==> src/rtl/wsc_pkg.sv <==
// Shared constants, register codes and handshake structs for the wheel speed tachometer.
// Used by wsc_ratio and wheel_speed_from_capture; no dependencies.
`timescale 1ns / 1ps

package wsc_pkg;

	localparam int RING_DEPTH = 16;
	localparam int RING_AW    = (RING_DEPTH > 1) ? $clog2(RING_DEPTH) : 1;
	localparam int CNT_W      = $clog2(RING_DEPTH + 1);
	localparam int ENTRY_W    = 17;
	localparam int SUM_W      = ENTRY_W + RING_AW;
	localparam int PD_W       = 24;
	localparam int NUM_W      = PD_W + CNT_W;
	localparam int STEP_W     = $clog2(NUM_W);

	localparam int TIME_W     = 32;
	localparam int MIN_W      = 16;
	localparam int GAP_W      = 17;
	localparam int WIN_W      = 20;
	localparam int TMO_W      = 8;
	localparam int SIL_W      = 8;
	localparam int SPEED_W    = 16;
	localparam int COUNT_W    = 5;

	localparam int COUNT_MAX   = (1 << COUNT_W) - 1;
	localparam int COUNT_LIMIT = (RING_DEPTH < COUNT_MAX) ? RING_DEPTH : COUNT_MAX;

	localparam int CFG_IDX_W  = 3;
	localparam int CFG_DATA_W = 24;

	localparam logic [MIN_W-1:0] MIN_INTERVAL_RST  = MIN_W'(300);
	localparam logic [GAP_W-1:0] RESTART_GAP_RST   = GAP_W'(100000);
	localparam logic [WIN_W-1:0] WINDOW_SUM_RST    = WIN_W'(10000);
	localparam logic [TMO_W-1:0] TIMEOUT_RST       = TMO_W'(26);
	localparam logic [PD_W-1:0]  PULSE_DIST_RST    = PD_W'(4984250);

	localparam logic OP_EDGE = 1'b0;
	localparam logic OP_TICK = 1'b1;

	localparam logic [CFG_IDX_W-1:0] REG_MIN_INTERVAL = 3'd0;
	localparam logic [CFG_IDX_W-1:0] REG_RESTART_GAP  = 3'd1;
	localparam logic [CFG_IDX_W-1:0] REG_WINDOW_SUM   = 3'd2;
	localparam logic [CFG_IDX_W-1:0] REG_TIMEOUT      = 3'd3;
	localparam logic [CFG_IDX_W-1:0] REG_PULSE_DIST   = 3'd4;

	typedef struct packed {
		logic             start;
		logic [CNT_W-1:0] count;
		logic [SUM_W-1:0] sum;
	} ratio_req_t;

	typedef struct packed {
		logic               busy;
		logic               done;
		logic [SPEED_W-1:0] speed;
	} ratio_rsp_t;

endpackage

==> src/rtl/wheel_speed_from_capture.sv <==
// Top level of the period-averaging wheel tachometer: control, interval ring, config registers.
// Depends on wsc_pkg and wsc_ratio.
`timescale 1ns / 1ps

// Each input beat is either a wheel edge carrying a 32-bit microsecond timestamp or a
// one-millisecond tick, and each yields exactly one result beat with the current speed in
// mm/s and the number of intervals averaged. Items are handled one at a time. A tick, a
// glitch edge or a restart edge goes from the check state to the output state, and an
// edge that stores a zero interval passes the walk state first. A normal edge walks k
// ring entries (1 to 16, one per cycle), then the bit-serial multiplier and the
// restoring divider run in turn, one quotient bit a cycle. Input ready returns the cycle
// after the result register loads; a finished result waits in the output state while the
// output register holds an unread beat. The result register decouples the output: the
// next item is taken while a result still waits. Configuration writes (cfg_ready is
// always high) must only be issued while no item is in flight.
module wheel_speed_from_capture (
	input  logic                              clk,
	input  logic                              arst_n,

	input  logic                              in_valid,
	output logic                              in_ready,
	input  logic                              operation,
	input  logic [wsc_pkg::TIME_W-1:0]        capture_time_us,

	output logic                              out_valid,
	input  logic                              out_ready,
	output logic [wsc_pkg::SPEED_W-1:0]       speed_mm_s,
	output logic [wsc_pkg::COUNT_W-1:0]       intervals_used,

	input  logic                              cfg_valid,
	output logic                              cfg_ready,
	input  logic [wsc_pkg::CFG_IDX_W-1:0]     cfg_index,
	input  logic [wsc_pkg::CFG_DATA_W-1:0]    cfg_data
);

	typedef enum logic [4:0] {
		S_IDLE  = 5'b00001,
		S_CHECK = 5'b00010,
		S_WALK  = 5'b00100,
		S_CALC  = 5'b01000,
		S_OUT   = 5'b10000
	} state_t;

	state_t                               state_q;

	logic [wsc_pkg::MIN_W-1:0]            min_interval_q;
	logic [wsc_pkg::GAP_W-1:0]            restart_gap_q;
	logic [wsc_pkg::WIN_W-1:0]            window_sum_q;
	logic [wsc_pkg::TMO_W-1:0]            timeout_q;
	logic [wsc_pkg::PD_W-1:0]             pulse_dist_q;

	logic                                 op_q;
	logic [wsc_pkg::TIME_W-1:0]           stamp_q;
	logic [wsc_pkg::TIME_W-1:0]           prev_stamp_q;
	logic [wsc_pkg::ENTRY_W-1:0]          ring_q [wsc_pkg::RING_DEPTH];
	logic [wsc_pkg::RING_DEPTH-1:0]       ring_vld_q;
	logic [wsc_pkg::RING_AW-1:0]          wp_q;
	logic [wsc_pkg::RING_AW-1:0]          pos_q;
	logic [wsc_pkg::CNT_W-1:0]            cnt_q;
	logic [wsc_pkg::SUM_W-1:0]            sum_q;
	logic [wsc_pkg::SPEED_W-1:0]          speed_q;
	logic [wsc_pkg::COUNT_W-1:0]          count_q;
	logic [wsc_pkg::SIL_W-1:0]            silence_q;

	logic                                 out_valid_q;
	logic [wsc_pkg::SPEED_W-1:0]          speed_out_q;
	logic [wsc_pkg::COUNT_W-1:0]          count_out_q;

	logic [wsc_pkg::TIME_W-1:0]           delta;
	logic                                 is_glitch;
	logic                                 is_restart;
	logic [wsc_pkg::SIL_W-1:0]            sil_inc;
	logic [wsc_pkg::ENTRY_W-1:0]          entry;
	logic                                 entry_zero;
	logic [wsc_pkg::SUM_W-1:0]            sum_nx;
	logic [wsc_pkg::CNT_W-1:0]            cnt_nx;
	logic                                 walk_end;
	logic [wsc_pkg::CNT_W-1:0]            fin_cnt;
	logic [wsc_pkg::SUM_W-1:0]            fin_sum;
	logic [wsc_pkg::COUNT_W-1:0]          cnt_sat;
	logic [wsc_pkg::RING_AW-1:0]          wp_nx;
	logic [wsc_pkg::RING_AW-1:0]          pos_nx;
	logic                                 out_load;

	wsc_pkg::ratio_req_t                  ratio_req;
	wsc_pkg::ratio_rsp_t                  ratio_rsp;

	// config port
	assign cfg_ready = 1'b1;

	always_ff @(posedge clk or negedge arst_n) begin
		if (!arst_n) begin
			min_interval_q <= wsc_pkg::MIN_INTERVAL_RST;
			restart_gap_q  <= wsc_pkg::RESTART_GAP_RST;
			window_sum_q   <= wsc_pkg::WINDOW_SUM_RST;
			timeout_q      <= wsc_pkg::TIMEOUT_RST;
			pulse_dist_q   <= wsc_pkg::PULSE_DIST_RST;
		end else if (cfg_valid) begin
			unique case (cfg_index)
				wsc_pkg::REG_MIN_INTERVAL: min_interval_q <= cfg_data[wsc_pkg::MIN_W-1:0];
				wsc_pkg::REG_RESTART_GAP:  restart_gap_q  <= cfg_data[wsc_pkg::GAP_W-1:0];
				wsc_pkg::REG_WINDOW_SUM:   window_sum_q   <= cfg_data[wsc_pkg::WIN_W-1:0];
				wsc_pkg::REG_TIMEOUT:      timeout_q      <= cfg_data[wsc_pkg::TMO_W-1:0];
				wsc_pkg::REG_PULSE_DIST:   pulse_dist_q   <= cfg_data[wsc_pkg::PD_W-1:0];
				default: ;
			endcase
		end
	end

	// edge classification
	assign delta      = stamp_q - prev_stamp_q;
	assign is_glitch  = delta < 32'(min_interval_q);
	assign is_restart = delta > 32'(restart_gap_q);
	assign sil_inc    = (silence_q == '1) ? silence_q : silence_q + wsc_pkg::SIL_W'(1);
	assign wp_nx      = (wp_q == wsc_pkg::RING_AW'(wsc_pkg::RING_DEPTH - 1)) ? '0
		: wp_q + wsc_pkg::RING_AW'(1);

	// backward walk, one entry a cycle; an entry cleared by restart reads as zero
	assign entry      = ring_vld_q[pos_q] ? ring_q[pos_q] : '0;
	assign entry_zero = entry == '0;
	assign sum_nx     = sum_q + wsc_pkg::SUM_W'(entry);
	assign cnt_nx     = cnt_q + wsc_pkg::CNT_W'(1);
	assign pos_nx     = (pos_q == '0) ? wsc_pkg::RING_AW'(wsc_pkg::RING_DEPTH - 1)
		: pos_q - wsc_pkg::RING_AW'(1);
	assign walk_end   = entry_zero || !((32'(sum_nx) < 32'(window_sum_q))
		&& (cnt_nx < wsc_pkg::CNT_W'(wsc_pkg::RING_DEPTH)));
	assign fin_cnt    = entry_zero ? cnt_q : cnt_nx;
	assign fin_sum    = entry_zero ? sum_q : sum_nx;
	assign cnt_sat    = (32'(fin_cnt) > wsc_pkg::COUNT_MAX) ? wsc_pkg::COUNT_W'(wsc_pkg::COUNT_MAX)
		: wsc_pkg::COUNT_W'(fin_cnt);

	assign ratio_req.start = (state_q == S_WALK) && walk_end && (fin_cnt != '0);
	assign ratio_req.count = fin_cnt;
	assign ratio_req.sum   = fin_sum;

	wsc_ratio u_ratio (
		.clk               (clk),
		.arst_n            (arst_n),
		.req               (ratio_req),
		.pulse_distance_nm (pulse_dist_q),
		.rsp               (ratio_rsp)
	);

	assign in_ready = state_q == S_IDLE;
	assign out_load = (state_q == S_OUT) && (!out_valid_q || out_ready);

	always_ff @(posedge clk or negedge arst_n) begin
		if (!arst_n) begin
			state_q      <= S_IDLE;
			prev_stamp_q <= '0;
			ring_vld_q   <= '0;
			wp_q         <= '0;
			speed_q      <= '0;
			count_q      <= '0;
			silence_q    <= '0;
			out_valid_q  <= 1'b0;
		end else begin
			if (out_load) begin
				out_valid_q <= 1'b1;
			end else if (out_ready) begin
				out_valid_q <= 1'b0;
			end

			unique case (state_q)
				S_IDLE: begin
					if (in_valid) begin
						state_q <= S_CHECK;
					end
				end
				S_CHECK: begin
					state_q <= S_OUT;
					if (op_q == wsc_pkg::OP_TICK) begin
						silence_q <= sil_inc;
						if (sil_inc > timeout_q) begin
							speed_q <= '0;
							count_q <= '0;
						end
					end else begin
						silence_q <= '0;
						if (!is_glitch) begin
							prev_stamp_q <= stamp_q;
							if (is_restart) begin
								ring_vld_q <= '0;
								wp_q       <= '0;
							end else begin
								ring_vld_q[wp_q] <= 1'b1;
								wp_q             <= wp_nx;
								state_q          <= S_WALK;
							end
						end
					end
				end
				S_WALK: begin
					if (walk_end) begin
						if (fin_cnt == '0) begin
							// zero-length interval: nothing to average
							speed_q <= '0;
							count_q <= '0;
							state_q <= S_OUT;
						end else begin
							count_q <= cnt_sat;
							state_q <= S_CALC;
						end
					end
				end
				S_CALC: begin
					if (ratio_rsp.done) begin
						speed_q <= ratio_rsp.speed;
						state_q <= S_OUT;
					end
				end
				S_OUT: begin
					if (out_load) begin
						state_q <= S_IDLE;
					end
				end
				default: state_q <= S_IDLE;
			endcase
		end
	end

	// datapath registers without reset
	always_ff @(posedge clk) begin
		if (in_valid && in_ready) begin
			op_q    <= operation;
			stamp_q <= capture_time_us;
		end
		if (state_q == S_CHECK) begin
			ring_q[wp_q] <= delta[wsc_pkg::ENTRY_W-1:0];
			pos_q        <= wp_q;
			cnt_q        <= '0;
			sum_q        <= '0;
		end else if (state_q == S_WALK) begin
			pos_q <= pos_nx;
			cnt_q <= cnt_nx;
			sum_q <= sum_nx;
		end
		if (out_load) begin
			speed_out_q <= speed_q;
			count_out_q <= count_q;
		end
	end

	assign out_valid      = out_valid_q;
	assign speed_mm_s     = speed_out_q;
	assign intervals_used = count_out_q;

	// new items only enter while the serial ratio unit is free
	a_ready_ratio_idle: assert property (@(posedge clk) disable iff (!arst_n)
		in_ready |-> !ratio_rsp.busy)
		else $error("input ready while ratio unit busy");

	a_done_in_calc: assert property (@(posedge clk) disable iff (!arst_n)
		ratio_rsp.done |-> state_q == S_CALC)
		else $error("ratio result outside calc state");

	a_count_limit: assert property (@(posedge clk) disable iff (!arst_n)
		out_valid |-> 32'(intervals_used) <= wsc_pkg::COUNT_LIMIT)
		else $error("intervals_used beyond ring depth");

	a_zero_count_zero_speed: assert property (@(posedge clk) disable iff (!arst_n)
		(out_valid && intervals_used == '0) |-> speed_mm_s == '0)
		else $error("speed without any averaged interval");

endmodule

==> src/rtl/wsc_ratio.sv <==
// Bit-serial speed ratio: shift-add multiply of distance by count, then restoring divide by sum.
// Depends on wsc_pkg.
`timescale 1ns / 1ps

module wsc_ratio (
	input  logic                         clk,
	input  logic                         arst_n,
	input  wsc_pkg::ratio_req_t          req,
	input  logic [wsc_pkg::PD_W-1:0]     pulse_distance_nm,
	output wsc_pkg::ratio_rsp_t          rsp
);

	typedef enum logic [2:0] {
		R_IDLE = 3'b001,
		R_MUL  = 3'b010,
		R_DIV  = 3'b100
	} phase_t;

	phase_t                              phase_q;
	logic [wsc_pkg::STEP_W-1:0]          step_q;
	logic [wsc_pkg::CNT_W-1:0]           mlt_q;
	logic [wsc_pkg::NUM_W-1:0]           num_q;
	logic [wsc_pkg::SUM_W-1:0]           div_q;
	logic [wsc_pkg::SUM_W-1:0]           rem_q;
	logic                                done_q;
	logic [wsc_pkg::SPEED_W-1:0]         speed_q;

	logic [wsc_pkg::NUM_W-1:0]           mul_nx;
	logic [wsc_pkg::SUM_W:0]             rem_sh;
	logic                                ge;
	logic [wsc_pkg::SUM_W-1:0]           rem_nx;
	logic [wsc_pkg::NUM_W-1:0]           quo_nx;

	// multiply: MSB-first over the count bits
	assign mul_nx = {num_q[wsc_pkg::NUM_W-2:0], 1'b0}
		+ (mlt_q[wsc_pkg::CNT_W-1] ? wsc_pkg::NUM_W'(pulse_distance_nm) : '0);

	// divide: quotient bits shift into num_q as dividend bits shift out
	assign rem_sh = {rem_q, num_q[wsc_pkg::NUM_W-1]};
	assign ge     = rem_sh >= {1'b0, div_q};
	assign rem_nx = ge ? wsc_pkg::SUM_W'(rem_sh - {1'b0, div_q}) : rem_sh[wsc_pkg::SUM_W-1:0];
	assign quo_nx = {num_q[wsc_pkg::NUM_W-2:0], ge};

	always_ff @(posedge clk or negedge arst_n) begin
		if (!arst_n) begin
			phase_q <= R_IDLE;
			step_q  <= '0;
			done_q  <= 1'b0;
		end else begin
			done_q <= 1'b0;
			unique case (phase_q)
				R_IDLE: begin
					if (req.start) begin
						phase_q <= R_MUL;
						step_q  <= wsc_pkg::STEP_W'(wsc_pkg::CNT_W - 1);
					end
				end
				R_MUL: begin
					if (step_q == '0) begin
						phase_q <= R_DIV;
						step_q  <= wsc_pkg::STEP_W'(wsc_pkg::NUM_W - 1);
					end else begin
						step_q <= step_q - wsc_pkg::STEP_W'(1);
					end
				end
				R_DIV: begin
					if (step_q == '0) begin
						phase_q <= R_IDLE;
						done_q  <= 1'b1;
					end else begin
						step_q <= step_q - wsc_pkg::STEP_W'(1);
					end
				end
				default: phase_q <= R_IDLE;
			endcase
		end
	end

	always_ff @(posedge clk) begin
		unique case (phase_q)
			R_IDLE: begin
				if (req.start) begin
					mlt_q <= req.count;
					div_q <= req.sum;
					num_q <= '0;
					rem_q <= '0;
				end
			end
			R_MUL: begin
				num_q <= mul_nx;
				mlt_q <= {mlt_q[wsc_pkg::CNT_W-2:0], 1'b0};
			end
			R_DIV: begin
				num_q <= quo_nx;
				rem_q <= rem_nx;
				if (step_q == '0) begin
					speed_q <= (|quo_nx[wsc_pkg::NUM_W-1:wsc_pkg::SPEED_W]) ? '1
						: quo_nx[wsc_pkg::SPEED_W-1:0];
				end
			end
			default: ;
		endcase
	end

	assign rsp.busy  = phase_q != R_IDLE;
	assign rsp.done  = done_q;
	assign rsp.speed = speed_q;

endmodule

==> config.mk <==
export PLATFORM = sky130hd
export DESIGN_NAME = wheel_speed_from_capture
export DESIGN_NICKNAME = d
export VERILOG_FILES = /design/src/rtl/wsc_pkg.sv /design/src/rtl/wheel_speed_from_capture.sv /design/src/rtl/wsc_ratio.sv
export SDC_FILE = /design/constraint.sdc
export NUM_CORES = 1
export LEC_CHECK = 0
export BUFFER_PORTS_ARGS = -buffer_cell sky130_fd_sc_hd__buf_2
export CORE_AREA = 4 4 290 292
export DETAILED_ROUTE_END_ITERATION = 10
export DIE_AREA = 0 0 294 296
export SLEW_MARGIN = 10
export SYNTH_ARGS = -nofsm -noshare
export SYNTH_HDL_FRONTEND = slang
export SYNTH_SLANG_ARGS = --single-unit
==> constraint.sdc <==
create_clock -name clk -period 14.9 [get_ports clk]
set_clock_uncertainty 0.05 [all_clocks]
set_input_delay 2.235 -clock clk [delete_from_list [all_inputs] [get_ports clk]]
set_output_delay 2.235 -clock clk [all_outputs]
set_load 0.005 [all_outputs]
==> results of run 1 <==
-- stage by stage --
| step | setup slack, ns | instances | util (%) | hold WS, ns |
|---|---|---|---|---|
| after floorplan | 7.50 | 2556 | - | 0.374 |
| after detailed placement | 6.07 | 3670 | 40.9 | 0.383 |
| after global placement | 6.20 | 3670 | 40.9 | 0.381 |
| after global routing | 5.14 | 3794 | 43.9 | 0.408 |
| after CTS | 5.98 | 3794 | 43.9 | 0.397 |
| final | 6.12 | 3796 | 43.9 | 0.396 |
-- sequential cells by signal (all words and copies together) (netlist names), 16 cells and up, named ones only --
register,cells
ring_q,272
prev_stamp_q,32
stamp_q,32
u_ratio.num_q,29
pulse_dist_q,24
sum_q,21
u_ratio.div_q,21
u_ratio.rem_q,21
window_sum_q,20
restart_gap_q,17
min_interval_q,16
ring_vld_q,16
speed_mm_s,16
speed_q,16
u_ratio.speed_q,16
-- synth_stat cells, drive strengths merged, types with 32 or more instances --
cell type    n  area, µm²
edfxtp     422      12700
nand2      245        922
inv        175        657
ha         160       2000
dfrtp      150       3750
o21ai      135        676
a21oi      125        626
nor2       123        462
mux2        79        995
mux4        77       1730
clkbuf      67        251
nand3       56        280
xnor2       49        429
nor3        42        215
and2        37        231
and3        32        200
o21a        32        240
-- where the power goes --
group	total (µW)	switching [µW]	internal (µW)
clock network	1850	727	1120
logic	2190	1360	829
registers	2440	89.4	2350
-- layout make-up --
class | instances | area [µm²] | share of cell area (%)
inverters | 177 | 664 | 1.85
clock inverters | 36 | 563 | 1.57
diodes | 2 | 5.00 | 0.0140
repair buffers | 140 | 842 | 2.35
well taps | 1070 | 1340 | 3.74
clock buffers | 88 | 1890 | 5.28
multi-input cells | 1650 | 12700 | 35.4
flip-flops and latches | 633 | 17800 | 49.8
-- logic make-up after synthesis --
family	count (synthesis)	share of synthesized area, %
other	1	0.0119
AO/OA/AOI/OAI	543	11.4
buffers and inverters	273	3.56
adder cells (fa/ha/maj)	165	6.62
XOR/XNOR	78	2.16
flip-flops	633	56.4
AND/OR/NAND/NOR	686	10.5
multiplexers	177	9.30
-- worst paths after layout --
check	startpoint	endpoint	cells after the start	slack, ns
min	speed_q[9]$_DFFE_PN0P_	speed_mm_s[9]$_DFFE_PP_	0	0.40
min reg2reg	speed_q[9]$_DFFE_PN0P_	speed_mm_s[9]$_DFFE_PP_	0	0.40
max reg2reg	flip-flop	u_ratio.rem_q[2]$_SDFFCE_PN0P_	26	6.12
max	flip-flop	u_ratio.rem_q[2]$_SDFFCE_PN0P_	26	6.12
max in group asynchronous	arst_n	prev_stamp_q[2]$_DFFE_PN0P_	2	11.62
min in group asynchronous	arst_n	speed_q[11]$_DFFE_PN0P_	1	1.71
-- worst max-delay path, stage by stage, from the launching register on --
cell and delay, ns:
dfxtp_4 0.80, buf_4 0.67, mux4_2 0.58, a22o_1 0.24, a221oi_1 0.38, nor2_1 0.09
ha_1 0.22, inv_1 0.07, fa_1 0.21, nor2b_1 0.07, o31a_1 0.27, o41ai_1 0.41
o221ai_1 0.25, o21ai_1 0.36, nor2b_1 0.13, o211a_1 0.29, xor2_1 0.16, ha_1 0.28
o21a_1 0.20, a311oi_1 0.26, o311ai_0 0.18, a211oi_1 0.24, o21ai_0 0.14, o31ai_1 0.75
nor3_2 0.12, nand2_2 0.19, nand2_1 0.58
-- metal layers --
layer,part of all wire (%),up-vias
met2,48,546
met3,5.2,111
li1,-,9752
met1,44,10400
met4,2.1,0
met5,0,-
==> results.cfg, run 1 <==
[critical_path]
end_kind = flip-flop
cp_max_fo = 35
required_ns = 14.98
critPathKind = reg2reg
start_kind = flip-flop
critical_path_arrival_ns = 8.87

[global_route]
gr-total-overflow = 0
grtUsageMet3_pct = 2.60
antenna_found_initial = 0
grt_max_degree = 122
track_usage_pct = 17.6
grtUsageMet2_pct = 29.9
first_global_vias = 21000
grt_busiest_layer = met2
grt_pass1_wl_mm = 120
grt_use_met1_pct = 23.8

[floorplanning]
core_area_um2 = 81600
io_pins = 89
die_h_um = 296
die_area_um2 = 87000
die_w_um = 294
num_rows = 105
start_util_pct = 38.7

[cells_and_area]
drive_above_1_share_pct = 18.1
fin_nets = 2900
syn2layout_area_growth_pct = 13.4
layout_common_cells = edfxtp_1 (422), nand2_1 (244), inv_1 (174), ha_1 (160), dfrtp_1 (150)
fillers = 7364
final_common_cell = edfxtp_1
design_area_um2 = 35800

[timing]
rsz0062_at_grt = false
max_slew_margin_pct = 21.2
slew_viol_final = 0
worst_pin_slew_ns = 1.18
fmax_mhz = 114
hold_violations = 0
fin_crit_ns = 8.78
fin_tns_setup_ns = 0
setup_viol = 0
period_share_pct = 59.0

[logic_synthesis]
ys_seq_area_share_pct = 56.4
ys_warn_count = 0
synthCells = 2556
async_reset_ff_share_pct = 28.6
ys_ff_latch = 633
synth_edf_count = 422
syn_nets = 2785
syn_avg_cell_area_um2 = 12.4
ys_types = 91
synth_ff_type = edfxtp_1
netlist_area_um2 = 31600

[placed_design]
dp_hpwl_mm = 51.8
gp_congestion = 0.857
place_area_um2 = 33400
io_buffers = 87

[clocking]
clkLatencyLatePin_ns = 0.62
clk_transition_reported_paths_ns = 0.06
holdBufCountCts = 0
clock_sinks = 633
post_cts_buffers = 0
cts_tree = built
cts_resized = 0
cts_buffers = 69
htree_levels = 3
clock-root-buffer = clkbuf_16
clockBufferDepth = 3

[routing]
vias = 20800
dr.pass1.iters = 5
wl_mm = 76.1
avgRoutedWirePerCell_um = 20.0
drt_iter0_markers = 1404
drtAntennaViolNets = 0
via_per_inst = 5.48
drcViolationCount = 0

[power]
leakage_uw = 0.0141
power.total_uw = 6480
power_density_nw_per_um2 = 181
ir_drop_mv = 0.118

[hold_path]
hold_class = reg2reg

[outcome]
status = complete, no violations

[job]
max_cap_violations = 0
No activity file was read; power rests on OpenSTA's default activity.
==> inputs of run 2 (changes only) <==
==> constraint.sdc (replaced) <==
create_clock -name clk -period 8.06 [get_ports clk]
set_clock_uncertainty 0.05 [all_clocks]
set_input_delay 1.209 -clock clk [delete_from_list [all_inputs] [get_ports clk]]
set_output_delay 1.209 -clock clk [all_outputs]
set_load 0.005 [all_outputs]
==> run 2 against run 1 <==
Compared with the run above:
- clock power is 72% higher
- sequential cell count stayed put
- sequential power is 86% higher
- clock-buffer cell count is 7 higher
- maximum frequency is 19% higher
- utilization is 0.16 points lower
- first-iteration DRC count is 4.8% higher
- global-route usage is 0.44 points higher
- die area stayed put
- routed wire length is 3.3% higher
==> results.cfg, run 2 (synthesized netlist as in run 1, its figures left out) <==
[routing]
drtAntennaViolNets = 0
drcViolationCount = 0
vias = 21100
drt_iter0_markers = 1471
avgRoutedWirePerCell_um = 20.7
dr.pass1.iters = 5
wl_mm = 78.6
via_per_inst = 5.54

[cells_and_area]
fillers = 7396
largest_register_ffs = 272
regMostFlops = ring_q
utilization_pct = 43.8
layout_common_cells = edfxtp_1 (422), nand2_1 (244), inv_1 (174), ha_1 (160), dfrtp_1 (150)
syn2layout_area_growth_pct = 13.0
drive_above_1_share_pct = 18.1
fin_nets = 2903
final_common_cell = edfxtp_1
reg_top3 = ring_q x272, prev_stamp_q x32, stamp_q x32

[clocking]
cts_buffers = 70
clock_sinks = 633
cts_resized = 0
clock-root-buffer = clkbuf_16
clockBufferDepth = 3
cts_tree = built
post_cts_buffers = 0
clkLatencyLatePin_ns = 0.62
htree_levels = 3
holdBufCountCts = 0
clk_transition_reported_paths_ns = 0.06

[critical_path]
end_kind = flip-flop
crit_slowest_cell = dfxtp_4
cp_num_buf_inv = 1
cp_max_fo = 32
cp_slowest_stage_delay_ns = 0.68
rrSetupSlack_ns = 0.69
critical-path-top-delay-family = compound AO/OA/AOI/OAI gates
critical_path_arrival_ns = 7.84
critPathKind = reg2reg
required_ns = 8.53
start_kind = flip-flop

[timing]
fin_crit_ns = 7.37
worst_pin_slew_ns = 1.24
hold_violations = 0
fmax_mhz = 136
slew_viol_final = 0
setup_viol = 0
rsz0062_at_grt = false
fin_tns_setup_ns = 0
period_share_pct = 91.4
max_slew_margin_pct = 17.2

[floorplanning]
start_util_pct = 38.7
die_w_um = 294
core_area_um2 = 81600
die_h_um = 296
die_area_um2 = 87000
num_rows = 105
io_pins = 89

[placed_design]
io_buffers = 87
dp_hpwl_mm = 53.8
gp_congestion = 0.887

[global_route]
grt_max_degree = 105
antenna_found_initial = 3
track_usage_pct = 18.0
first_global_vias = 21200
gr-total-overflow = 0
grt_pass1_wl_mm = 122

[power]
intPower_uw = 7770
p_sw_share_pct = 34.5
power_density_nw_per_um2 = 333
p_comb_share_pct = 35.0
leakage_uw = 0.0141
switching_power_uw = 4100
power_frac_seq_pct = 38.2
clkPwrFrac_pct = 26.8
ir_drop_mv = 0.269
power.total_uw = 11900

[outcome]
status = complete, no violations

[hold_path]
hold_class = reg2reg

[job]
max_cap_violations = 0
==> run 2: final timing paths <==
check | startpoint | endpoint | depth (start not counted)
max | flip-flop | speed_q[13]$_DFFE_PN0P_ | 25
min in group asynchronous | arst_n | speed_q[8]$_DFFE_PN0P_ | 1
max reg2reg | flip-flop | speed_q[13]$_DFFE_PN0P_ | 25
min reg2reg | speed_q[10]$_DFFE_PN0P_ | speed_mm_s[10]$_DFFE_PP_ | 0
max in group asynchronous | arst_n | prev_stamp_q[0]$_DFFE_PN0P_ | 2
min | speed_q[10]$_DFFE_PN0P_ | speed_mm_s[10]$_DFFE_PP_ | 0
==> run 2: per-layer routing <==
| layer | track usage, % | wire, µm | up-vias |
|---|---|---|---|
| li1 | - | - | 9763 |
| met1 | 23.6 | 33200 | 10400 |
| met2 | 29.8 | 36800 | 773 |
| met3 | 3.80 | 5920 | 153 |
| met4 | 6.35 | 2690 | 2 |
| met5 | 0 | 11 | - |
==> run 2: worst reg2reg max path: cells and delay by family (launching register included) <==
family	cells	cell delay, ns
AOI/OAI and AO/OA	12	2.92
xor gates and xnor gates	1	0.18
adders and majority gates	2	0.63
buffers and inverters	1	0.34
DFF	1	0.68
muxes	3	1.33
and+or+nand+nor	6	1.15
==> run 2: layout make-up <==
class	count	area, µm²	area share, %
Timing Repair Buffer	142	870	2.44
Tap cell	1070	1340	3.75
Antenna cell	3	7.51	0.0210
Clock inverter	32	305	0.855
Inverter	177	664	1.86
Clock buffer	95	1990	5.58
Sequential cell	633	17800	50.0
Multi-Input combinational cell	1650	12700	35.5
==> run 2: per-stage QoR <==
step,instances,instance area [µm²],hold WS (ns),worst slack (ns)
finish,3802,35700,0.393,0.694
floorplan,2556,31600,0.374,0.662
global route,3799,35700,0.403,0.137
detailed placement,3672,33400,0.382,0.730
CTS,3799,35700,0.393,0.688
global placement,3672,33400,0.382,0.900
==> run 2: power by group through the flow <==
stage               Combinational [µW]  Sequential (µW)  Clock (µW)
finish                            4160             4530        3190
floorplan                         2760             4510           0
global placement                  4010             4580           0
global route                      4570             4570        3400
CTS                               4140             4530        3260
detailed placement                4130             4600           0
==> inputs of run 3 (changes only) <==
--- a/config.mk
+++ b/config.mk
@@ -5,10 +5,11 @@
 export SDC_FILE = /design/constraint.sdc
 export NUM_CORES = 1
 export LEC_CHECK = 0
+export ABC_AREA = 1
 export BUFFER_PORTS_ARGS = -buffer_cell sky130_fd_sc_hd__buf_2
-export CORE_AREA = 4 4 290 292
+export CORE_AREA = 4 4 293 295
 export DETAILED_ROUTE_END_ITERATION = 10
-export DIE_AREA = 0 0 294 296
+export DIE_AREA = 0 0 297 299
 export SLEW_MARGIN = 10
 export SYNTH_ARGS = -nofsm -noshare
 export SYNTH_HDL_FRONTEND = slang
==> run 3 against run 2 <==
Compared with the run above:
- final cell count is 25% higher
- critical path depth rose by 12
- area after synthesis up 2.3%
- global-route usage is 0.27 points higher
- first-iteration DRC count increased by 38%
- maximum frequency is 1.9% higher
- hold slack gained 0.0071 ns
- clock power down 3%
- largest cell class unchanged
- highest routed layer is now met4
==> results.cfg, run 3 <==
[global_route]
track_usage_pct = 18.3
first_global_vias = 23300
grt_max_degree = 162
antenna_found_initial = 4
gr-total-overflow = 0
grt_pass1_wl_mm = 130

[routing]
vias = 24200
dr.max_layer_used = met4
via_per_inst = 5.12
wl_met2_mm = 38.7
dr.pass1.iters = 7
drt_iter0_markers = 2028
drtAntennaViolNets = 0
wl_mm = 83.1
drcViolationCount = 0
avgRoutedWirePerCell_um = 17.6
wl_met1_mm = 37.8
wl_met3_mm = 4.36

[timing]
period_share_pct = 89.7
worst_pin_slew_ns = 1.20
setup_viol = 0
fmax_mhz = 138
fin_crit_ns = 7.23
slew_viol_final = 0
fin_tns_setup_ns = 0
worst_hold_slack_ns = 0.400
rsz0062_at_grt = false
hold_violations = 0
max_slew_margin_pct = 19.3

[clocking]
cts_buffers = 69
htree_levels = 3
cts_tree = built
clkLatencyLatePin_ns = 0.63
clock_sinks = 633
clockBufferDepth = 3
clk_transition_reported_paths_ns = 0.06
clock-root-buffer = clkbuf_16

[logic_synthesis]
synthTopCellsByArea = edfxtp_1 (39%), dfrtp_1 (12%), nand2_1 (8.4%), ha_1 (6.2%), inv_1 (5.3%)
synth_ff_type = edfxtp_1
ys_seq_area_share_pct = 55.2
synth_edf_count = 422
ys_ff_latch = 633
synthCells = 3506
async_reset_ff_share_pct = 28.6
yosys.cell_count.top_type = nand2_1
netlist_top_cells_count = nand2_1 (726), inv_1 (457), edfxtp_1 (422)
synth_largest_area_cell = edfxtp_1
synth_top_area_share_pct = 39.2
ys_warn_count = 0
ys_types = 54
syn_nets = 3735
syn_avg_cell_area_um2 = 9.22
netlist_area_um2 = 32300

[floorplanning]
core_area_um2 = 83200
num_rows = 106
die_area_um2 = 88800
io_pins = 89
die_h_um = 299
start_util_pct = 38.9
die_w_um = 297

[job]
max_cap_violations = 0

[cells_and_area]
syn2layout_area_growth_pct = 12.3
regMostFlops = ring_q
largest_register_ffs = 272
fin_cells = 4734
layout_common_cells = nand2_1 (724), inv_1 (457), edfxtp_1 (422), o21ai_0 (323), nor2_1 (291)
drive_above_1_share_pct = 9.14
final_common_cell = nand2_1
fin_nets = 3830
reg_top3 = ring_q x272, prev_stamp_q x32, stamp_q x32
utilization_pct = 43.7

[critical_path]
crit_slowest_cell = edfxtp_1
required_ns = 8.32
start_kind = flip-flop
cp_max_fo = 18
critPathKind = reg2reg
cp_common_cell = nand2_1
cp_slowest_stage_delay_ns = 0.61
end_kind = flip-flop
critical_path_arrival_ns = 7.49

[power]
leakage_uw = 0.0156
ir_drop_mv = 0.353
power.total_uw = 13500
power_density_nw_per_um2 = 373

[placed_design]
dpl.cell_count = 4607
dp_hpwl_mm = 55.6
io_buffers = 87
gp_congestion = 0.891

[hold_path]
hold_class = reg2reg

[outcome]
status = complete, no violations
## run 3: timing repair
action / CTS / global route
buffers inserted: 0 / 2
hold buffers: 0 / 0
resized for setup: 0 / 3
setup endpoints to repair: 0 / 54
## run 3: per-stage QoR
| stage | area (µm²) | setup WS, ns |
|---|---|---|
| 5_1_grt | 36300 | 0.166 |
| 3_5_place_dp | 34000 | 0.566 |
| 3_3_place_gp | 34000 | 0.801 |
| 2_1_floorplan | 32300 | 1.26 |
| 4_1_cts | 36200 | 0.545 |
| 6_report | 36300 | 0.833 |
## run 3: final timing paths
kind	start	endpoint	slack, ns	cells past startpoint
max	pos_q[0]$_DFFE_PN_	stamp_q[30]$_DFFE_PP_	0.83	37
min	count_q[2]$_DFFE_PN0P_	intervals_used[2]$_DFFE_PP_	0.40	0
max reg2reg	pos_q[0]$_DFFE_PN_	stamp_q[30]$_DFFE_PP_	0.83	37
min reg2reg	count_q[2]$_DFFE_PN0P_	intervals_used[2]$_DFFE_PP_	0.40	0
max in group asynchronous	arst_n	prev_stamp_q[27]$_DFFE_PN0P_	5.74	2
min in group asynchronous	arst_n	speed_q[15]$_DFFE_PN0P_	0.63	1
## run 3: cell families after synthesis
group / Yosys count / synth area share [%]
and+or+nand+nor: 1350 / 17.2
AOI/OAI and AO/OA: 688 / 11.6
DFF: 633 / 55.2
buffers and inverters: 587 / 7.27
adders and majority gates: 164 / 6.44
xor gates and xnor gates: 79 / 2.14
muxes: 4 / 0.139
other: 1 / 0.0116
## run 3: cell type report
type                            count  area (µm²)
Tap cell                         1080        1350
Antenna cell                        1        2.50
Multi-Input combinational cell   2287       12200
Sequential cell                   633       17800
Clock inverter                     39         363
Timing Repair Buffer              147         932
Clock buffer                       84        1830
Inverter                          463        1740
Fill cell                        7951       46800
## run 3: where the power goes
group / internal (µW) / switching (µW)
registers: 4560 / 162
clock network: 1740 / 1360
logic: 1680 / 4030
## run 3: layer usage
layer | track usage [%] | up-vias
li1 | - | 12000
met1 | 25.0 | 11600
met2 | 30.2 | 561
met3 | 2.78 | 124
met4 | 5.39 | 0
met5 | 0 | -
## run 3: worst max-delay path: cells and delay by family (launching register included)
kind	cells	cell delay (ns)
buffers and inverters	6	0.95
flip-flops	1	0.61
XOR/XNOR	1	0.18
AND/OR/NAND/NOR	19	2.50
adder cells (fa/ha/maj)	3	0.94
AO/OA/AOI/OAI	8	1.70
